===== src/rtl/core/stt_pkg.sv =====
package stt_pkg;

  // Field widths of the stream payload.
  localparam int SLOT_W  = 12;
  localparam int KEY_W   = 64;
  localparam int DEPTH_W = 16;
  localparam int PLY_W   = 16;
  localparam int RD_W    = 10;
  localparam int KIND_W  = 2;
  localparam int SCORE_W = 32;
  localparam int MOVE_W  = 16;
  localparam int FLAG_W  = 3;
  localparam int RANK_W  = 17;
  localparam int ADJ_W   = 34;

  // Configuration register widths and indexes.
  localparam int MS_W      = 30;
  localparam int MM_W      = 10;
  localparam int CFG_W     = 30;
  localparam int CFG_IDX_W = 1;
  localparam logic [CFG_IDX_W-1:0] CFG_MATE_SCORE  = 1'd0;
  localparam logic [CFG_IDX_W-1:0] CFG_MATE_MARGIN = 1'd1;

  // Stream bus widths.
  localparam int IN_DATA_W  = 232;
  localparam int IN_USER_W  = 3;
  localparam int OUT_DATA_W = 48;
  localparam int OUT_USER_W = 4;

  // Depth of the queue between front and back.
  localparam int QUEUE_DEPTH = 2;

  // Request codes.
  localparam logic REQ_LOOKUP = 1'b0;
  localparam logic REQ_STORE  = 1'b1;

  // Entry flag codes; the low two bits match the request's bound kind.
  localparam logic [FLAG_W-1:0] ENTRY_EXACT  = 3'd0;
  localparam logic [FLAG_W-1:0] ENTRY_STATIC = 3'd1;
  localparam logic [FLAG_W-1:0] ENTRY_ALPHA  = 3'd2;
  localparam logic [FLAG_W-1:0] ENTRY_BETA   = 3'd3;
  localparam logic [FLAG_W-1:0] ENTRY_EMPTY  = 3'd4;

  localparam logic signed [ADJ_W-1:0] SCORE_MAX = 34'sd2147483647;

  // One classified request as it waits between front and back.
  typedef struct packed {
    logic                      is_store;
    logic [SLOT_W-1:0]         slot;
    logic [SLOT_W-1:0]         quot;
    logic [KEY_W-1:0]          key;
    logic [DEPTH_W-1:0]        depth;
    logic [RANK_W-1:0]         rank;
    logic [PLY_W-1:0]          ply;
    logic [RD_W-1:0]           rd;
    logic [KIND_W-1:0]         kind;
    logic signed [SCORE_W-1:0] score;
    logic [MOVE_W-1:0]         move;
    logic signed [SCORE_W-1:0] alpha;
    logic signed [SCORE_W-1:0] beta;
  } q_item_t;

  // Clamp a widened score to the symmetric 32-bit range.
  function automatic logic signed [SCORE_W-1:0] sat_score(input logic signed [ADJ_W-1:0] v);
    logic signed [ADJ_W-1:0] c;
    c = v;
    if (v > SCORE_MAX) begin
      c = SCORE_MAX;
    end else if (v < -SCORE_MAX) begin
      c = -SCORE_MAX;
    end
    return c[SCORE_W-1:0];
  endfunction

endpackage


===== src/rtl/core/stt_queue.sv =====
module stt_queue (
  input  logic             clk,
  input  logic             rst_n,
  input  logic             push,
  input  stt_pkg::q_item_t din,
  output logic             full,
  input  logic             pop,
  output stt_pkg::q_item_t dout,
  output logic             empty
);

  localparam int PTR_W = $clog2(stt_pkg::QUEUE_DEPTH);
  localparam int CNT_W = PTR_W + 1;

  stt_pkg::q_item_t   slots_r [stt_pkg::QUEUE_DEPTH];
  logic [PTR_W-1:0]   wr_ptr_r;
  logic [PTR_W-1:0]   rd_ptr_r;
  logic [CNT_W-1:0]   count_r;
  logic [CNT_W-1:0]   count_nxt;

  assign full  = (count_r == CNT_W'(stt_pkg::QUEUE_DEPTH));
  assign empty = (count_r == '0);
  assign dout  = slots_r[rd_ptr_r];

  // Occupancy follows push and pop; both may happen in one cycle.
  always_comb begin
    count_nxt = count_r;
    if (push && !pop) begin
      count_nxt = count_r + CNT_W'(1);
    end else if (pop && !push) begin
      count_nxt = count_r - CNT_W'(1);
    end
  end

  always_ff @(posedge clk) begin
    if (!rst_n) begin
      wr_ptr_r <= '0;
      rd_ptr_r <= '0;
      count_r  <= '0;
    end else begin
      count_r <= count_nxt;
      if (push) begin
        wr_ptr_r <= wr_ptr_r + PTR_W'(1);
      end
      if (pop) begin
        rd_ptr_r <= rd_ptr_r + PTR_W'(1);
      end
    end
  end

  always_ff @(posedge clk) begin
    if (push) begin
      slots_r[wr_ptr_r] <= din;
    end
  end

endmodule


===== config.mk =====
export PLATFORM = sky130hd
export DESIGN_NAME = stt_queue
export DESIGN_NICKNAME = d
export VERILOG_FILES = /design/src/rtl/core/stt_pkg.sv /design/src/rtl/core/stt_queue.sv
export SDC_FILE = /design/constraint.sdc
export NUM_CORES = 1
export LEC_CHECK = 0
export ABC_AREA = 1
export BUFFER_PORTS_ARGS = -buffer_cell sky130_fd_sc_hd__buf_2
export CAP_MARGIN = 40
export CORE_MARGIN = 2
export CORE_UTILIZATION = 47
export CTS_CLUSTER_DIAMETER = 30
export DETAILED_ROUTE_END_ITERATION = 8
export GPL_TIMING_DRIVEN = 0
export PLACE_DENSITY = 0.79
export REMOVE_ABC_BUFFERS = 1
export SYNTH_ARGS = -nofsm -noshare
export SYNTH_HDL_FRONTEND = slang
export SYNTH_SLANG_ARGS = --single-unit

===== constraint.sdc =====
create_clock -name clk -period 13.7 [get_ports clk]
set_clock_uncertainty 0.2 [all_clocks]
set_input_delay 2.74 -clock clk [delete_from_list [all_inputs] [get_ports clk]]
set_output_delay 2.74 -clock clk [all_outputs]
set_load 0.05 [all_outputs]

## After elaboration in Yosys (flattened, before gate mapping)

Memory sizes are Yosys's and may differ from the RTL's. A register that Yosys moved wholly into a read port is not among the register bits.
Index checks and enable logic that the tools add are counted.
Widths: inputs -> output; s select.

- $add $sub $neg: 4
- Muxes and demuxes: 6
- Equality and inequality tests: 1
- Reduce and logical (&&, ||, !) cells: 6

Operators by type and width:

| cell | count |
|---|---|
| $mux 1 | 4 |
| $mux 2 | 2 |
| $add 1x1->1 const B | 2 |
| $add 2x1->2 const B | 1 |
| $eq 2x2->1 const B | 1 |
| $logic_and 1x1->1 | 2 |
| $logic_not 1->1 | 2 |
| $logic_not 2->1 | 1 |
| $reduce_bool 2->1 | 1 |
| $sub 2x1->2 const B | 1 |

- Memories: 1
- Output and inout port bits: 264
- Input port bits: 266
- Bits in registers: 4
- Bits in writable memories: 524
- Word-level logic and storage cells: 21

Memories:

| name | depth | width | rd ports | clocked after Yosys merged registers in | write ports | RTL line | text |
|---|---|---|---|---|---|---|---|
| slots_r | 2 | 262 | 1 | 1 | 1 | stt_queue.sv:15 | `stt_pkg::q_item_t slots_r [stt_pkg::QUEUE_DEPTH];` |

## Longest topological paths before layout

- Word-level depth: 4
- Mapped depth: 8
- Mapped depth without buffers: 8

## Worst setup path before layout

Ideal clock, no wire load.

- Path kind: input-to-reg
- Start: input port push
- End: memory slots_r[0][0] in the netlist's numbering (enable)
- Data required time: 12603 ps
- Path buffers: 0
- Arrival time: 13724 ps
- Setup time: 897 ps
- Cell stages on the path: 2
- Setup slack: -1121 ps
- Cells stage by stage: inv_1 > nor2_1

- Longest elaborated chain between the ends: 2

RTL lines:

| item | RTL line | text |
|---|---|---|
| from (decl) | stt_queue.sv:4 | `input logic push,` |
| $mux 1 | stt_queue.sv:52 | `if (push) begin` |
| $mux 1 (not written as such) | stt_queue.sv:53 | `slots_r[wr_ptr_r] <= din;` |
| to (decl) | stt_queue.sv:15 |  |

No other way between the ends.

==> tab_implementation.tex <==
\begin{tabular}{lr}
\hline
Metric & Value \\
\hline
\multicolumn{2}{l}{\textbf{Status}} \\
Status & finished clean \\
\multicolumn{2}{l}{\textbf{Setup path}} \\
FF-to-FF Start & wr\_ptr\_r \\
CP Max Fanout & 43 \\
Required @ worst endpoint & 10760 ps \\
Crit path launch type & flop \\
Critical R2R Capture & slots\_r[0][113] \\
Critical-path cell with the highest stage delay & sky130\_fd\_sc\_hd\_\_dfxtp\_4 \\
Setup crit end kind & output port \\
Cell depth of the worst flop-to-flop path & 6 \\
Reg2reg setup slack & approximately 11000 ps \\
Critical Path, Cell by Cell & buf\_16 -> buf\_16 -> buf\_16 -> mux2\_2 -> buf\_2 \\
Most used cell along the critical path & sky130\_fd\_sc\_hd\_\_buf\_16 \\
Largest incremental delay on the critical path & 740 ps \\
Critical path data arrival time & between 2000 and 3000 ps \\
Startpoint-to-endpoint class of the critical path & flop to output port \\
\multicolumn{2}{l}{\textbf{Drt}} \\
DRT iter0 DRCs & 626 \\
Routed WL & 42900 microns \\
Count of TritonRoute iterations in the first routing pass & 4 \\
Detailed-route wire length per cell & 20.5 microns \\
Number of design rule violations left after detail routing & 0 \\
Routed vias/inst & 4.93 \\
Vias post-DR & 10.3k \\
Post-DRT Antenna Nets & 0 \\
\multicolumn{2}{l}{\textbf{Finish}} \\
Filler cells & 2777 \\
Number of nets in the finished design & 1735 \\
Total area of multi-input combinational cells & 3730 sq um \\
Final Util & 63.6\% \\
Share of cells above drive strength 1 & 62.3\% \\
Synth-to-layout area growth & 34.0\% \\
Storage element area & 15800 sq um \\
\multicolumn{2}{l}{\textbf{Floorplan}} \\
Die Span Y & 210 microns \\
Effective utilization at floorplan & 47.5\% \\
Core Footprint & around 42000 sq um \\
Floorplan die width & 210 microns \\
Area of the die & 43900 sq um \\
Std-Cell Rows & 75 \\
Total I/O pin count & 530 \\
\multicolumn{2}{l}{\textbf{Worst hold path}} \\
Path class of the lowest-slack min-delay path & flop to flop \\
Min-Delay Path Depth & 2 \\
Startpoint of the most critical hold path & rd\_ptr\_r \\
\multicolumn{2}{l}{\textbf{Synth}} \\
Count of state elements after synthesis & about 530 \\
Fraction of post-synthesis cell area in the top cell type by area & roughly four fifths \\
Cells after Synth & 850 \\
Most area-consuming cells after synthesis & sky130\_fd\_sc\_hd\_\_edfxtp\_1 (79\%), sky130\_fd\_sc\_hd\_\_mux2\_4 (14\%), sky130\_fd\_sc\_hd\_\_mux2\_2 (4.6\%) \\
Yosys synthesis warning count & 0 \\
Count of different cell masters after synthesis & 14 \\
Average size of a mapped cell & approximately 23 sq um \\
Cell type with the largest total area after synthesis & sky130\_fd\_sc\_hd\_\_edfxtp\_1 \\
Post-synthesis instance area & 19900 sq um \\
Seq/Total Area, Yosys & between 70\% and 80\% \\
\multicolumn{2}{l}{\textbf{Timing}} \\
Shortest clock period the worst path allows after layout & 5890 ps \\
Final count of negative-setup-slack endpoints & 0 \\
Number of pins exceeding their max-slew limit in the final report & 0 \\
Final worst path period share & 43.0\% \\
Final Hold Vio Count & 0 \\
Pin slew with the least headroom to its limit & 639 ps \\
Headroom to the max-slew limit & 57.4\% \\
RSZ-0062 raised after global routing & false \\
Post-route setup slack & between 7000 and 8000 ps \\
Highest attainable clock frequency & 170 MHz \\
\multicolumn{2}{l}{\textbf{Global route}} \\
Global-route wire length before repair & roughly 63000 microns \\
Global-route usage over all layers & 19.0\% \\
Pin count of the biggest net entering global routing & 109 \\
Number of global-route vias before repair & 11.1k \\
Remaining global-route overflow & 0 \\
Number of antenna violations at the first check in global routing & 11 \\
\multicolumn{2}{l}{\textbf{Pwr}} \\
Leakage Power & 10.5 nW \\
Power per cell area & 179 nW/um\^{}2 \\
Total design power & 4.77 mW \\
Max rail drop VDD & 0.161 mV \\
\multicolumn{2}{l}{\textbf{Clock network}} \\
Number of buffers on the longest clock path & 3 \\
Total clock sinks & 529 \\
Hold Buf Count CTS & 0 \\
Cells resized by post-CTS repair & 0 \\
Root Buffer & sky130\_fd\_sc\_hd\_\_clkbuf\_16 \\
Buffers inserted during post-CTS setup optimization & 0 \\
TritonCTS buffer count & between 90 and 100 \\
CTS tree & yes \\
Clock-pin slew of the registers on the worst-case setup and hold paths & 50 ps \\
\# H-tree levels & 3 \\
Clock latency on the worst-skew pair & a little over 600 ps \\
\multicolumn{2}{l}{\textbf{Place}} \\
Hpwl dp & 28200 microns \\
Minimum setup slack after placement & 8420 ps \\
Count of buffers inserted at the top-level ports & 529 \\
RD Place Congestion & 0.757 \\
\multicolumn{2}{l}{\textbf{Run}} \\
Number of max-cap violations & 0 \\
\hline
\end{tabular}
## per-layer routing
metal	GRT usage, %	part of all wire, %	vias up
met5	0	0.11	-
met4	8.78	3.0	8
met1	19.8	36	5072
met3	8.63	9.8	104
li1	-	-	4681
met2	32.7	51	464
## power breakdown
part	total, mW	internal, mW	switching, mW
Combinational	0.594	0.189	0.404
Sequential	1.91	1.88	0.0252
Clock	2.27	1.49	0.787
## cells in the mapped netlist (all sizes together)
| master | instances |
|---|---|
| edfxtp | 524 |
| mux2 | 262 |
| buf | 29 |
| nor2 | 9 |
| inv | 8 |
| nand2 | 8 |
| dfxtp | 5 |
| a21oi | 1 |
| ha | 1 |
| nand3 | 1 |
| nand4 | 1 |
| o21ai | 1 |
## layout make-up
| cell class | count | area share [%] |
|---|---|---|
| antenna | 7 | 0.0658 |
| clock buffer | 112 | 9.41 |
| clock inverter | 70 | 2.63 |
| inverter | 8 | 0.141 |
| multi-input combinational | 284 | 14.0 |
| sequential | 529 | 59.5 |
| tap | 539 | 2.53 |
| timing repair buffer | 548 | 11.7 |
## worst max-delay path by stage
stage,from,cells after the start,end,slack (ps)
finish,flop,5,dout[7],7810
CTS,flop,5,dout[32],7750
floorplan,push,2,slots_r[0][0],-1120
global route,flop,5,dout[32],7670
detailed placement,flop,5,dout[28],8420
global placement,push,3,slots_r[0][23],-7490
## through the flow
stage	hold WS, ps	cell area, sq um	std cells	TNS [ps]
CTS	301	26600	2090	0
global route	326	26600	2095	0
floorplan	263	19600	821	-293750
global placement	282	22900	1889	-2556030
finish	304	26600	2097	0
detailed placement	288	23400	1908	0
## placed cells by master, fill, tap and decap left out
master and count:
sky130_fd_sc_hd__a21oi_1 1, sky130_fd_sc_hd__buf_12 8, sky130_fd_sc_hd__buf_16 11, sky130_fd_sc_hd__buf_2 529, sky130_fd_sc_hd__bufinv_16 9, sky130_fd_sc_hd__clkbuf_1 14, sky130_fd_sc_hd__clkbuf_16 98, sky130_fd_sc_hd__clkinv_1 14
sky130_fd_sc_hd__clkinv_2 12, sky130_fd_sc_hd__clkinv_4 9, sky130_fd_sc_hd__clkinv_8 3, sky130_fd_sc_hd__clkinvlp_4 12, sky130_fd_sc_hd__dfxtp_1 4, sky130_fd_sc_hd__dfxtp_4 1, sky130_fd_sc_hd__diode_2 7, sky130_fd_sc_hd__edfxtp_1 524
sky130_fd_sc_hd__ha_1 1, sky130_fd_sc_hd__inv_1 7, sky130_fd_sc_hd__inv_6 10, sky130_fd_sc_hd__inv_8 2, sky130_fd_sc_hd__mux2_2 82, sky130_fd_sc_hd__mux2_4 180, sky130_fd_sc_hd__nand2_1 8, sky130_fd_sc_hd__nand3_1 1
sky130_fd_sc_hd__nand4_1 1, sky130_fd_sc_hd__nor2_1 8, sky130_fd_sc_hd__nor2_4 1, sky130_fd_sc_hd__o21ai_0 1
## cells by family (layout without fill, tap and decap cells)
| group | Yosys count | in the layout | synth area share (%) |
|---|---|---|---|
| compound gates | 2 | 2 | 0.0503 |
| fa+ha+maj | 1 | 1 | 0.0630 |
| buf+inv | 37 | 738 | 1.54 |
| flops | 529 | 529 | 79.7 |
| mux | 262 | 262 | 18.3 |
| other cells | 0 | 7 | 0 |
| simple gates | 19 | 19 | 0.378 |
## worst max-delay path: cells and delay by family (launching register included)
kind / cells / cell delay [ps]
buffers and inverters: 4 / 1130
DFF: 1 / 740
muxes: 1 / 370
## flip-flops by register name, summed over array words and instances (netlist names), named ones only
| register | cells |
|---|---|
| slots_r | 524 |
| rd_ptr_r | 1 |
| wr_ptr_r | 1 |
| count_r | 2 |
(Power assumes the default switching activity.)
