<file path="src/rtl/core/stt_pkg.sv">
package stt_pkg;

  // Field widths of the stream payload.
  localparam int SLOT_W  = 12;
  localparam int KEY_W   = 64;
  localparam int DEPTH_W = 16;
  localparam int PLY_W   = 16;
  localparam int RD_W    = 10;
  localparam int KIND_W  = 2;
  localparam int SCORE_W = 32;
  localparam int MOVE_W  = 16;
  localparam int FLAG_W  = 3;
  localparam int RANK_W  = 17;
  localparam int ADJ_W   = 34;

  // Configuration register widths and indexes.
  localparam int MS_W      = 30;
  localparam int MM_W      = 10;
  localparam int CFG_W     = 30;
  localparam int CFG_IDX_W = 1;
  localparam logic [CFG_IDX_W-1:0] CFG_MATE_SCORE  = 1'd0;
  localparam logic [CFG_IDX_W-1:0] CFG_MATE_MARGIN = 1'd1;

  // Stream bus widths.
  localparam int IN_DATA_W  = 232;
  localparam int IN_USER_W  = 3;
  localparam int OUT_DATA_W = 48;
  localparam int OUT_USER_W = 4;

  // Depth of the queue between front and back.
  localparam int QUEUE_DEPTH = 2;

  // Request codes.
  localparam logic REQ_LOOKUP = 1'b0;
  localparam logic REQ_STORE  = 1'b1;

  // Entry flag codes; the low two bits match the request's bound kind.
  localparam logic [FLAG_W-1:0] ENTRY_EXACT  = 3'd0;
  localparam logic [FLAG_W-1:0] ENTRY_STATIC = 3'd1;
  localparam logic [FLAG_W-1:0] ENTRY_ALPHA  = 3'd2;
  localparam logic [FLAG_W-1:0] ENTRY_BETA   = 3'd3;
  localparam logic [FLAG_W-1:0] ENTRY_EMPTY  = 3'd4;

  localparam logic signed [ADJ_W-1:0] SCORE_MAX = 34'sd2147483647;

  // One classified request as it waits between front and back.
  typedef struct packed {
    logic                      is_store;
    logic [SLOT_W-1:0]         slot;
    logic [SLOT_W-1:0]         quot;
    logic [KEY_W-1:0]          key;
    logic [DEPTH_W-1:0]        depth;
    logic [RANK_W-1:0]         rank;
    logic [PLY_W-1:0]          ply;
    logic [RD_W-1:0]           rd;
    logic [KIND_W-1:0]         kind;
    logic signed [SCORE_W-1:0] score;
    logic [MOVE_W-1:0]         move;
    logic signed [SCORE_W-1:0] alpha;
    logic signed [SCORE_W-1:0] beta;
  } q_item_t;

  // Clamp a widened score to the symmetric 32-bit range.
  function automatic logic signed [SCORE_W-1:0] sat_score(input logic signed [ADJ_W-1:0] v);
    logic signed [ADJ_W-1:0] c;
    c = v;
    if (v > SCORE_MAX) begin
      c = SCORE_MAX;
    end else if (v < -SCORE_MAX) begin
      c = -SCORE_MAX;
    end
    return c[SCORE_W-1:0];
  endfunction

endpackage

</file>
<file path="src/rtl/core/stt_front.sv">
module stt_front #(
  parameter int TABLE_ENTRIES = 4096
) (
  input  logic                                  clk,
  input  logic                                  rst_n,
  input  logic                                  in_tvalid,
  output logic                                  in_tready,
  input  logic [stt_pkg::IN_DATA_W-1:0]         in_tdata,
  input  logic [stt_pkg::IN_USER_W-1:0]         in_tuser,
  input  logic signed [stt_pkg::SCORE_W-1:0]    mate_hi,
  input  logic                                  q_full,
  output logic                                  q_push,
  output stt_pkg::q_item_t                      q_din
);

  // Slot reduction: floor(slot / TABLE_ENTRIES) by an exact reciprocal for 12-bit slots.
  localparam int     AW      = $clog2(TABLE_ENTRIES);
  localparam int     SHIFT   = stt_pkg::SLOT_W + AW;
  localparam longint RECIP   = ((longint'(1) << SHIFT) + TABLE_ENTRIES - 1) / TABLE_ENTRIES;
  localparam int     RECIP_W = 15;
  localparam int     PROD_W  = stt_pkg::SLOT_W + RECIP_W;

  logic                                f_valid_r;
  logic [stt_pkg::IN_DATA_W-1:0]       f_data_r;
  logic [stt_pkg::IN_USER_W-1:0]       f_user_r;

  logic [stt_pkg::SLOT_W-1:0]          slot;
  logic [stt_pkg::DEPTH_W-1:0]         depth;
  logic [stt_pkg::PLY_W-1:0]           ply;
  logic [stt_pkg::RD_W-1:0]            rd;
  logic signed [stt_pkg::SCORE_W-1:0]  score;
  logic [PROD_W-1:0]                   prod;
  logic signed [stt_pkg::ADJ_W-1:0]    score_w;
  logic signed [stt_pkg::ADJ_W-1:0]    hi_w;
  logic signed [stt_pkg::ADJ_W-1:0]    lo_w;
  logic signed [stt_pkg::ADJ_W-1:0]    rd_w;
  logic signed [stt_pkg::ADJ_W-1:0]    plus_w;
  logic signed [stt_pkg::ADJ_W-1:0]    minus_w;
  logic signed [stt_pkg::ADJ_W-1:0]    adj_w;
  logic                                up;
  logic                                down;

  // Input register stage; it refills whenever the queue takes its content.
  assign in_tready = !f_valid_r || !q_full;
  assign q_push    = f_valid_r && !q_full;

  always_ff @(posedge clk) begin
    if (!rst_n) begin
      f_valid_r <= 1'b0;
    end else if (in_tready) begin
      f_valid_r <= in_tvalid;
    end
  end

  always_ff @(posedge clk) begin
    if (in_tvalid && in_tready) begin
      f_data_r <= in_tdata;
      f_user_r <= in_tuser;
    end
  end

  // Field unpacking of the held transaction.
  always_comb begin
    slot  = f_data_r[11:0];
    depth = f_data_r[91:76];
    ply   = f_data_r[107:92];
    rd    = f_data_r[117:108];
    score = f_data_r[149:118];
  end

  // Quotient of the slot index, used by the back to wrap the table address.
  always_comb begin
    prod = PROD_W'(slot) * PROD_W'(RECIP_W'(RECIP));
  end

  // Mate-distance shift on store: outward past the threshold, then the
  // lower test on the already shifted value, then saturation.
  always_comb begin
    score_w = {{(stt_pkg::ADJ_W-stt_pkg::SCORE_W){score[stt_pkg::SCORE_W-1]}}, score};
    hi_w    = {{(stt_pkg::ADJ_W-stt_pkg::SCORE_W){mate_hi[stt_pkg::SCORE_W-1]}}, mate_hi};
    lo_w    = -hi_w;
    rd_w    = {{(stt_pkg::ADJ_W-stt_pkg::RD_W){1'b0}}, rd};
    plus_w  = score_w + rd_w;
    minus_w = score_w - rd_w;
    up      = score_w > hi_w;
    down    = up ? (plus_w < lo_w) : (score_w < lo_w);
    if (up && down) begin
      adj_w = score_w;
    end else if (up) begin
      adj_w = plus_w;
    end else if (down) begin
      adj_w = minus_w;
    end else begin
      adj_w = score_w;
    end
  end

  // Classified queue entry.
  always_comb begin
    q_din          = '0;
    q_din.is_store = (f_user_r[0] == stt_pkg::REQ_STORE);
    q_din.slot     = slot;
    q_din.quot     = stt_pkg::SLOT_W'(prod >> SHIFT);
    q_din.key      = f_data_r[75:12];
    q_din.depth    = depth;
    q_din.rank     = {1'b0, depth} + {1'b0, ply};
    q_din.ply      = ply;
    q_din.rd       = rd;
    q_din.kind     = f_user_r[2:1];
    q_din.score    = stt_pkg::sat_score(adj_w);
    q_din.move     = f_data_r[165:150];
    q_din.alpha    = f_data_r[197:166];
    q_din.beta     = f_data_r[229:198];
  end

endmodule

</file>
<file path="config.mk">
export PLATFORM = sky130hd
export DESIGN_NAME = stt_front
export DESIGN_NICKNAME = d
export VERILOG_FILES = /design/src/rtl/core/stt_pkg.sv /design/src/rtl/core/stt_front.sv
export SDC_FILE = /design/constraint.sdc
export NUM_CORES = 1
export LEC_CHECK = 0
export BUFFER_PORTS_ARGS = -buffer_cell sky130_fd_sc_hd__buf_2
export CAP_MARGIN = 20
export CORE_AREA = 8 8 201 203
export CTS_CLUSTER_SIZE = 30
export DETAILED_ROUTE_END_ITERATION = 10
export DIE_AREA = 0 0 209 211
export PLACE_DENSITY_LB_ADDON = 0.12
export SYNTH_ARGS = -nofsm -noshare
export SYNTH_HDL_FRONTEND = slang
export SYNTH_SLANG_ARGS = --single-unit
</file>
<file path="constraint.sdc">
create_clock -name clk -period 11.92 [get_ports clk]
set_input_delay 2.384 -clock clk [delete_from_list [all_inputs] [get_ports clk]]
set_output_delay 2.384 -clock clk [all_outputs]
set_load 0.01 [all_outputs]
</file>
### Word-level counts from Yosys, hierarchy flattened

Cells that the tools add are included.
W data, S select, Z words.

| cells by class | value |
|---|---|
| reduce and logical (&&, ||, !) cells | 6 |
| $add $sub $neg | 4 |
| mux-type cells | 6 |
| $lt $le $gt $ge | 5 |

Operator list:

| kind | number |
|---|---|
| $mux W34 | 3 |
| $mux W32 | 2 |
| $gt A34 B32 Y1 const B | 1 |
| $lt A32 B34 Y1 | 1 |
| $lt A33 B34 Y1 | 1 |
| $lt A34 B32 Y1 const B | 1 |
| $neg A32 Y34 | 1 |
| $add A32 B11 Y33 | 1 |
| $sub A32 B11 Y33 | 1 |
| $gt A32 B32 Y1 | 1 |
| $add A16 B16 Y17 | 1 |
| $logic_and A1 B1 Y1 | 3 |
| $logic_not A1 Y1 | 2 |
| $logic_or A1 B1 Y1 | 1 |
| $mux W1 | 1 |

| storage, ports and cells | value |
|---|---|
| input port bits | 271 |
| output and inout port bits | 264 |
| register bits after elaboration | 234 |

### Depth between registers and ports, before layout

Gate-level depths: netlist of run 1.

| depth | value |
|---|---|
| depth after elaboration | 9 |
| mapped depth | 27 |

### Worst setup path before layout of run 1

OpenSTA, ideal clock, no wires.

| timing path | value |
|---|---|
| kind | input port to output port |
| start | input mate_hi[5] in the netlist's numbering |
| end | output q_din[80] in the netlist's numbering |
| cell stages on the path | 26 |
| setup slack | 957 ps |
| arrival time | 8579 ps |
| required time | 9536 ps |
| path through | or4_1 > nor4_1 > and2_1 > nand2_1 > nor4_1 > nand2_1 > or4_1 > nand2b_1 > nand2b_1 > or4_1 > nor3_1 > xnor2_1 > ha_1 > nand2_1 > nor3_1 > nand3_1 > a2111oi_0 > or3_1 > and2_1 > clkbuf_1 > nand3_1 > o32ai_1 > xnor2_1 > nand2_1 > or4_1 > o21bai_1 |

RTL lines:

| element | RTL line | source |
|---|---|---|
| start: declaration | stt_front.sv:10 | `input logic signed [stt_pkg::SCORE_W-1:0] mate_hi,` |
| end: declaration | stt_front.sv:13 | `output stt_pkg::q_item_t q_din` |

==> results.toml, run 1 <==
[pwr]
sw_frac_of_total = 0.2898
power.switching_mw = 0.7041
power.density_nw_per_um2 = 136.2
vdd_ir_drop_max_mv = 0.1296
power_frac_seq = 0.411
p_int_mw = 1.725
p_leak_nw = 7.829
comb_power_share = 0.232
clockPowerShare = 0.358

[sta]
worst_slew_pin_slew_ps = 1219
fmax_mhz = 87.98
slew_headroom = 0.1875
clock_skew_ps = 10.74
post-route-min-period_ps = 11370
final.period_utilization = 0.9536
maxSlewViolCount = 0
setup_ws_ps = 553.2
hold_viol = 0
fin_setup_tns_ps = 0
setup_violations = 0
rsz0062_at_grt = "no"

[global_route]
grt_max_degree = 170
overflow = 0
grt_pass1_vias = 11670
grtUsageTotal = 0.2120
grt_pass1_wl_um = 71750
antenna_found_initial = 26

[clock_tree]
cts_buffer_depth = 3
path_clk_slew_ps = 60
cts_setup_buffers = 0
clock-root-buffer = "clkbuf_16"
htree_levels = 1
worst_skew_pair.late_latency_ps = 580
cts_resized = 0
cts_tree = "built"
cts_made_buffers = 28
hold_buffers = 0
cts_sinks = 234

[synth]
synthCells = 1316
async_flop_share = 0
ys_types = 72
ys_seq_elements = 234
syn_area_per_cell_um2 = 11.20
synth-edff-count = 233
ys_warn_count = 0
ys_seq_area_frac = 0.4763
netlist_area_um2 = 14730
ys.flop_type = "edfxtp_1"

[final_layout]
layout_common_cells = "520 x buf_2, 233 x edfxtp_1, 135 x ha_1"
drive_gt1_frac = 0.3932
fill_cells = 3502
final_cells = 2216
final_common_cell = "buf_2"
synthToLayoutAreaGrowth_pct = 21.05
fin_nets = 2120
fin_util = 0.4803

[floorplan]
core.rowCount = 71
dieArea_um2 = 44100
coreArea_um2 = 37130
fp.dieW_um = 209
die_h_um = 211
io_pins = 535
initial_core_util = 0.3968

[critical_path]
startpoint = "mate_hi[5]"
start_kind = "primary input"
crit_top_cell = "buf_4"
critical_path_class = "in -> out"
crit_slowest_cell = "or4_1"
cp.required_ps = 9540
timing.rr.start = "f_valid_r$_SDFFE_PN0N_"
cp_slowest_stage_delay_ps = 590
critPathMaxFanout = 7
critPathCaptureType = "primary output"
arrival_ps = 8980

[worst_hold_path]
hp-start = "f_valid_r$_SDFFE_PN0N_"
holdCritPathClass = "reg -> reg"

[placement]
dpl_worst_slack_ps = 165.8
dpl.cell_count = 2155
globalplace.congestion = 0.8861
dp_hpwl_um = 40880
io_buffers = 520

[detailed_routing]
wl_per_cell_um = 22.09
drtAntennaViolNets = 0
wl_met1_um = 18530
via_count = 11160
routed_via_density = 5.038
wl_met2_um = 25570
highest_layer = "met5"
drt_wl_total_um = 48960
drt_pass1_iterations = 5
drc = 0
first_iter_violations = 597
wl_met3_um = 3708

[job]
drv_cap = 0

[status]
status = "finished clean"
[power groups by stage]
stage / logic, mW / clock network [mW] / registers (mW)
after detailed placement: 0.562 / 0 / 1.01
after floorplan: 0.360 / 0 / 1.01
after global placement: 0.552 / 0 / 1.01
final: 0.563 / 0.869 / 0.998
after CTS: 0.564 / 0.899 / 0.997
after global routing: 0.623 / 0.924 / 1.00
[state kept, by name, indices dropped and copies added (netlist names)]
signal / count
f_user_r: 3
f_data_r: 230
f_valid_r: 1
[metal layers]
metal / track usage / up-vias
met3: 0.07270 / 73
met5: 0 / -
li1: - / 5417
met2: 0.3930 / 335
met4: 0.04471 / 32
met1: 0.2322 / 5307
[stage by stage]
| stage | hold WS, ps | power (mW) | cell area (um2) |
|---|---|---|---|
| 6_report | 584.6 | 2.430 | 17830 |
| 5_1_grt | 626.3 | 2.550 | 17820 |
| 4_1_cts | 584.9 | 2.460 | 17740 |
| 3_5_place_dp | 573.6 | 1.576 | 16790 |
| 3_3_place_gp | 514.7 | 1.565 | 16790 |
| 2_1_floorplan | 486.5 | 1.371 | 14770 |
[cells in the mapped netlist, drive strengths merged, types with 4 or more instances]
cell / n / area (um2)
o221a: 5 / 56.30
o21ai: 55 / 275.3
a221oi: 11 / 96.34
nand3: 27 / 135.1
nor3: 27 / 135.1
o211a: 5 / 50.05
a2111oi: 5 / 43.79
nand4: 28 / 175.2
xnor2: 70 / 613.1
ha: 135 / 1689
and2: 7 / 43.79
or2: 6 / 37.54
a21oi: 78 / 454.2
a21boi: 8 / 60.06
inv: 84 / 315.3
o22ai: 9 / 56.30
o211ai: 9 / 67.56
o21bai: 9 / 67.56
xor2: 7 / 61.31
nor4: 14 / 87.58
a211oi: 7 / 57.55
clkbuf: 13 / 48.80
nor2: 55 / 216.5
nand2: 68 / 262.8
a21o: 14 / 105.1
nand3b: 4 / 30.03
o21a: 5 / 37.54
nor2b: 8 / 50.05
edfxtp: 233 / 6997
or3: 11 / 73.82
a31oi: 6 / 37.54
and3: 11 / 68.82
buf: 219 / 1649
or4: 14 / 120.1
nand2b: 11 / 68.82
[cell type report]
cell class	instances	area [um2]	area share
timing repair buffer	586	3123	0.1751
tap	474	593.1	0.03325
multi-input combinational	777	5814	0.3260
antenna	10	25.02	0.001403
sequential	234	7017	0.3934
clock inverter	21	239.0	0.01340
inverter	84	315.3	0.01768
clock buffer	30	708.2	0.03971
[path summary, 6_finish.rpt]
path	end	slack (ps)	cells after the start
min reg2reg	f_valid_r$_SDFFE_PN0N_	580	2
max reg2reg	f_data_r[117]$_DFFE_PP_	9380	3
max	q_din[80]	550	30
min	f_valid_r$_SDFFE_PN0N_	580	2
[worst max-delay path: cells and delay by family]
family / cells / cell delay (ps)
fa+ha+maj: 1 / 250
buf+inv: 6 / 910
simple gates: 15 / 3890
compound gates: 7 / 1430
mux: 1 / 130
[cell families (layout without fill, tap and decap cells)]
group,Yosys count,after routing,share of synthesized area
other cells,1,22,0.0002545
mux,3,3,0.002038
xor+xnor,77,77,0.04578
compound gates,249,249,0.1141
buf+inv,316,721,0.1366
flops,234,234,0.4763
simple gates,298,298,0.1062
fa+ha+maj,138,138,0.1187
Note: power is estimated with default switching activity, not from simulation.
==> inputs of run 2 (changes only) <==
BUFFER_PORTS_ARGS = default   (was -buffer_cell sky130_fd_sc_hd__buf_2)
CORE_AREA = 8 8 202 204   (was 8 8 201 203)
CTS_CLUSTER_DIAMETER = 60   (was default)
DIE_AREA = 0 0 210 212   (was 0 0 209 211)
DONT_BUFFER_PORTS = 1   (was default)
==> run 2 against run 1 <==
Clock power fell by 8.2%. Die area grew 0.95%. Sequential power grew 4%. Clock-buffer cell count fell by 5. Non-clock buffer count down 524. Highest routed layer unchanged. Global-route usage decreased by 2.0 points. Combinational power is 25% lower. Utilization decreased by 8.1 points.
==> results.toml, run 2 (synthesized netlist as in run 1, its figures left out) <==
[status]
status = "finished clean"

[detailed_routing]
drt_pass1_iterations = 7
drt_wl_total_um = 45380
first_iter_violations = 579
wl_per_cell_um = 26.37
drc = 0
drtAntennaViolNets = 0
via_count = 9175
routed_via_density = 5.331

[final_layout]
seq_area_um2 = 7017
synthToLayoutAreaGrowth_pct = 2.854
fin_nets = 1592
layout_common_cells = "233 x edfxtp_1, 135 x ha_1, 84 x inv_1"
largest_reg_flops = 230
fin_util = 0.3995
fill_cells = 3554
drive_gt1_frac = 0.1324
top_regs = "f_data_r x230, f_user_r x3, f_valid_r x1"
final_common_cell = "edfxtp_1"
regMostFlops = "f_data_r"
multi_input_area_um2 = 5834

[sta]
final.period_utilization = 0.9636
fin_setup_tns_ps = 0
setup_ws_ps = 433.5
worst_slew_pin_slew_ps = 1048
maxSlewViolCount = 0
fmax_mhz = 87.06
hold_viol = 0
rsz0062_at_grt = "no"
post-route-min-period_ps = 11490
clock_skew_ps = 26.85
slew_headroom = 0.3014
setup_violations = 0

[floorplan]
initial_core_util = 0.3885
die_h_um = 212
dieArea_um2 = 44520
io_pins = 535
core.rowCount = 72
coreArea_um2 = 37930
fp.dieW_um = 210

[critical_path]
arrival_ps = 9100
cp.required_ps = 9540
critical_path_class = "in -> out"
critPathMaxFanout = 7
cp_slowest_stage_delay_ps = 610
critPathCaptureType = "primary output"
crit_slowest_cell = "or4_1"
crit_top_cell = "buf_4"
start_kind = "primary input"

[clock_tree]
path_clk_slew_ps = 80
htree_levels = 1
cts_sinks = 234
cts_buffer_depth = 3
clock-root-buffer = "clkbuf_16"
cts_made_buffers = 24
worst_skew_pair.late_latency_ps = 570
hold_buffers = 0
cts_tree = "built"

[global_route]
overflow = 0
grtUsageTotal = 0.1923
grt_pass1_vias = 9254
antenna_found_initial = 24
grt_pass1_wl_um = 63360
grt_max_degree = 80

[pwr]
p_leak_nw = 5.734
power_mw = 2.258
power.density_nw_per_um2 = 149.0
vdd_ir_drop_max_mv = 0.1445

[placement]
dp_hpwl_um = 38110
io_buffers = 0
globalplace.congestion = 0.8584
dpl_worst_slack_ps = 76.06

[job]
drv_cap = 0

[worst_hold_path]
holdCritPathClass = "reg -> reg"
-- run 2: per-stage QoR --
stage / hold slack [ps] / area, um2 / std cells
final: 538.1 / 15150 / 1721
after global routing: 581.8 / 15150 / 1719
after CTS: 540.0 / 15050 / 1718
after detailed placement: 523.6 / 14200 / 1674
after global placement: 535.7 / 14200 / 1674
after floorplan: 486.5 / 14770 / 1327
-- run 2: repair_timing --
| item | in CTS | in global routing |
|---|---|---|
| gates resized for setup | 0 | 19 |
| setup endpoints to repair | 0 | 27 |
| buffers inserted | 0 | 1 |
| hold endpoints to repair | 0 | 0 |
-- run 2: routing by layer --
metal	GRT usage	wire, um	vias to the layer above
li1	-	-	4342
met3	0.08594	4349	110
met1	0.2077	16530	4326
met2	0.3315	22450	357
met4	0.06877	1785	40
met5	0.003333	259	-
-- run 2: cell type report --
cell class | count | area share
Inverter | 84 | 0.02081
Sequential cell | 234 | 0.4630
Tap cell | 518 | 0.04277
Multi-Input combinational cell | 777 | 0.3850
Timing Repair Buffer | 62 | 0.03154
Clock inverter | 19 | 0.01660
Antenna cell | 2 | 0.0003303
Clock buffer | 25 | 0.03988
-- run 2: path summary, 6_finish.rpt --
| kind | end | slack [ps] | cells past startpoint | from |
|---|---|---|---|---|
| max | q_din[80] | 430 | 30 | mate_hi[5] |
| min | f_valid_r$_SDFFE_PN0N_ | 540 | 2 | f_valid_r$_SDFFE_PN0N_ |
| max reg2reg | f_data_r[149]$_DFFE_PP_ | 8960 | 4 | f_valid_r$_SDFFE_PN0N_ |
| min reg2reg | f_valid_r$_SDFFE_PN0N_ | 540 | 2 | f_valid_r$_SDFFE_PN0N_ |
-- run 2: worst max-delay path: cells and delay by family --
kind	cells	cell delay (ps)
AND/OR/NAND/NOR	20	4640
AO/OA/AOI/OAI	3	820
buffers and inverters	5	820
adder cells (fa/ha/maj)	1	310
XOR/XNOR	1	140
-- run 2: report_power, final --
part           switching (mW)  total (mW)  leakage [nW]  internal [mW]
Combinational           0.255       0.424          3.06          0.169
Clock                   0.390       0.798         0.414          0.408
Sequential             0.0689        1.04          2.26          0.967
Total                   0.715        2.26          5.73           1.54
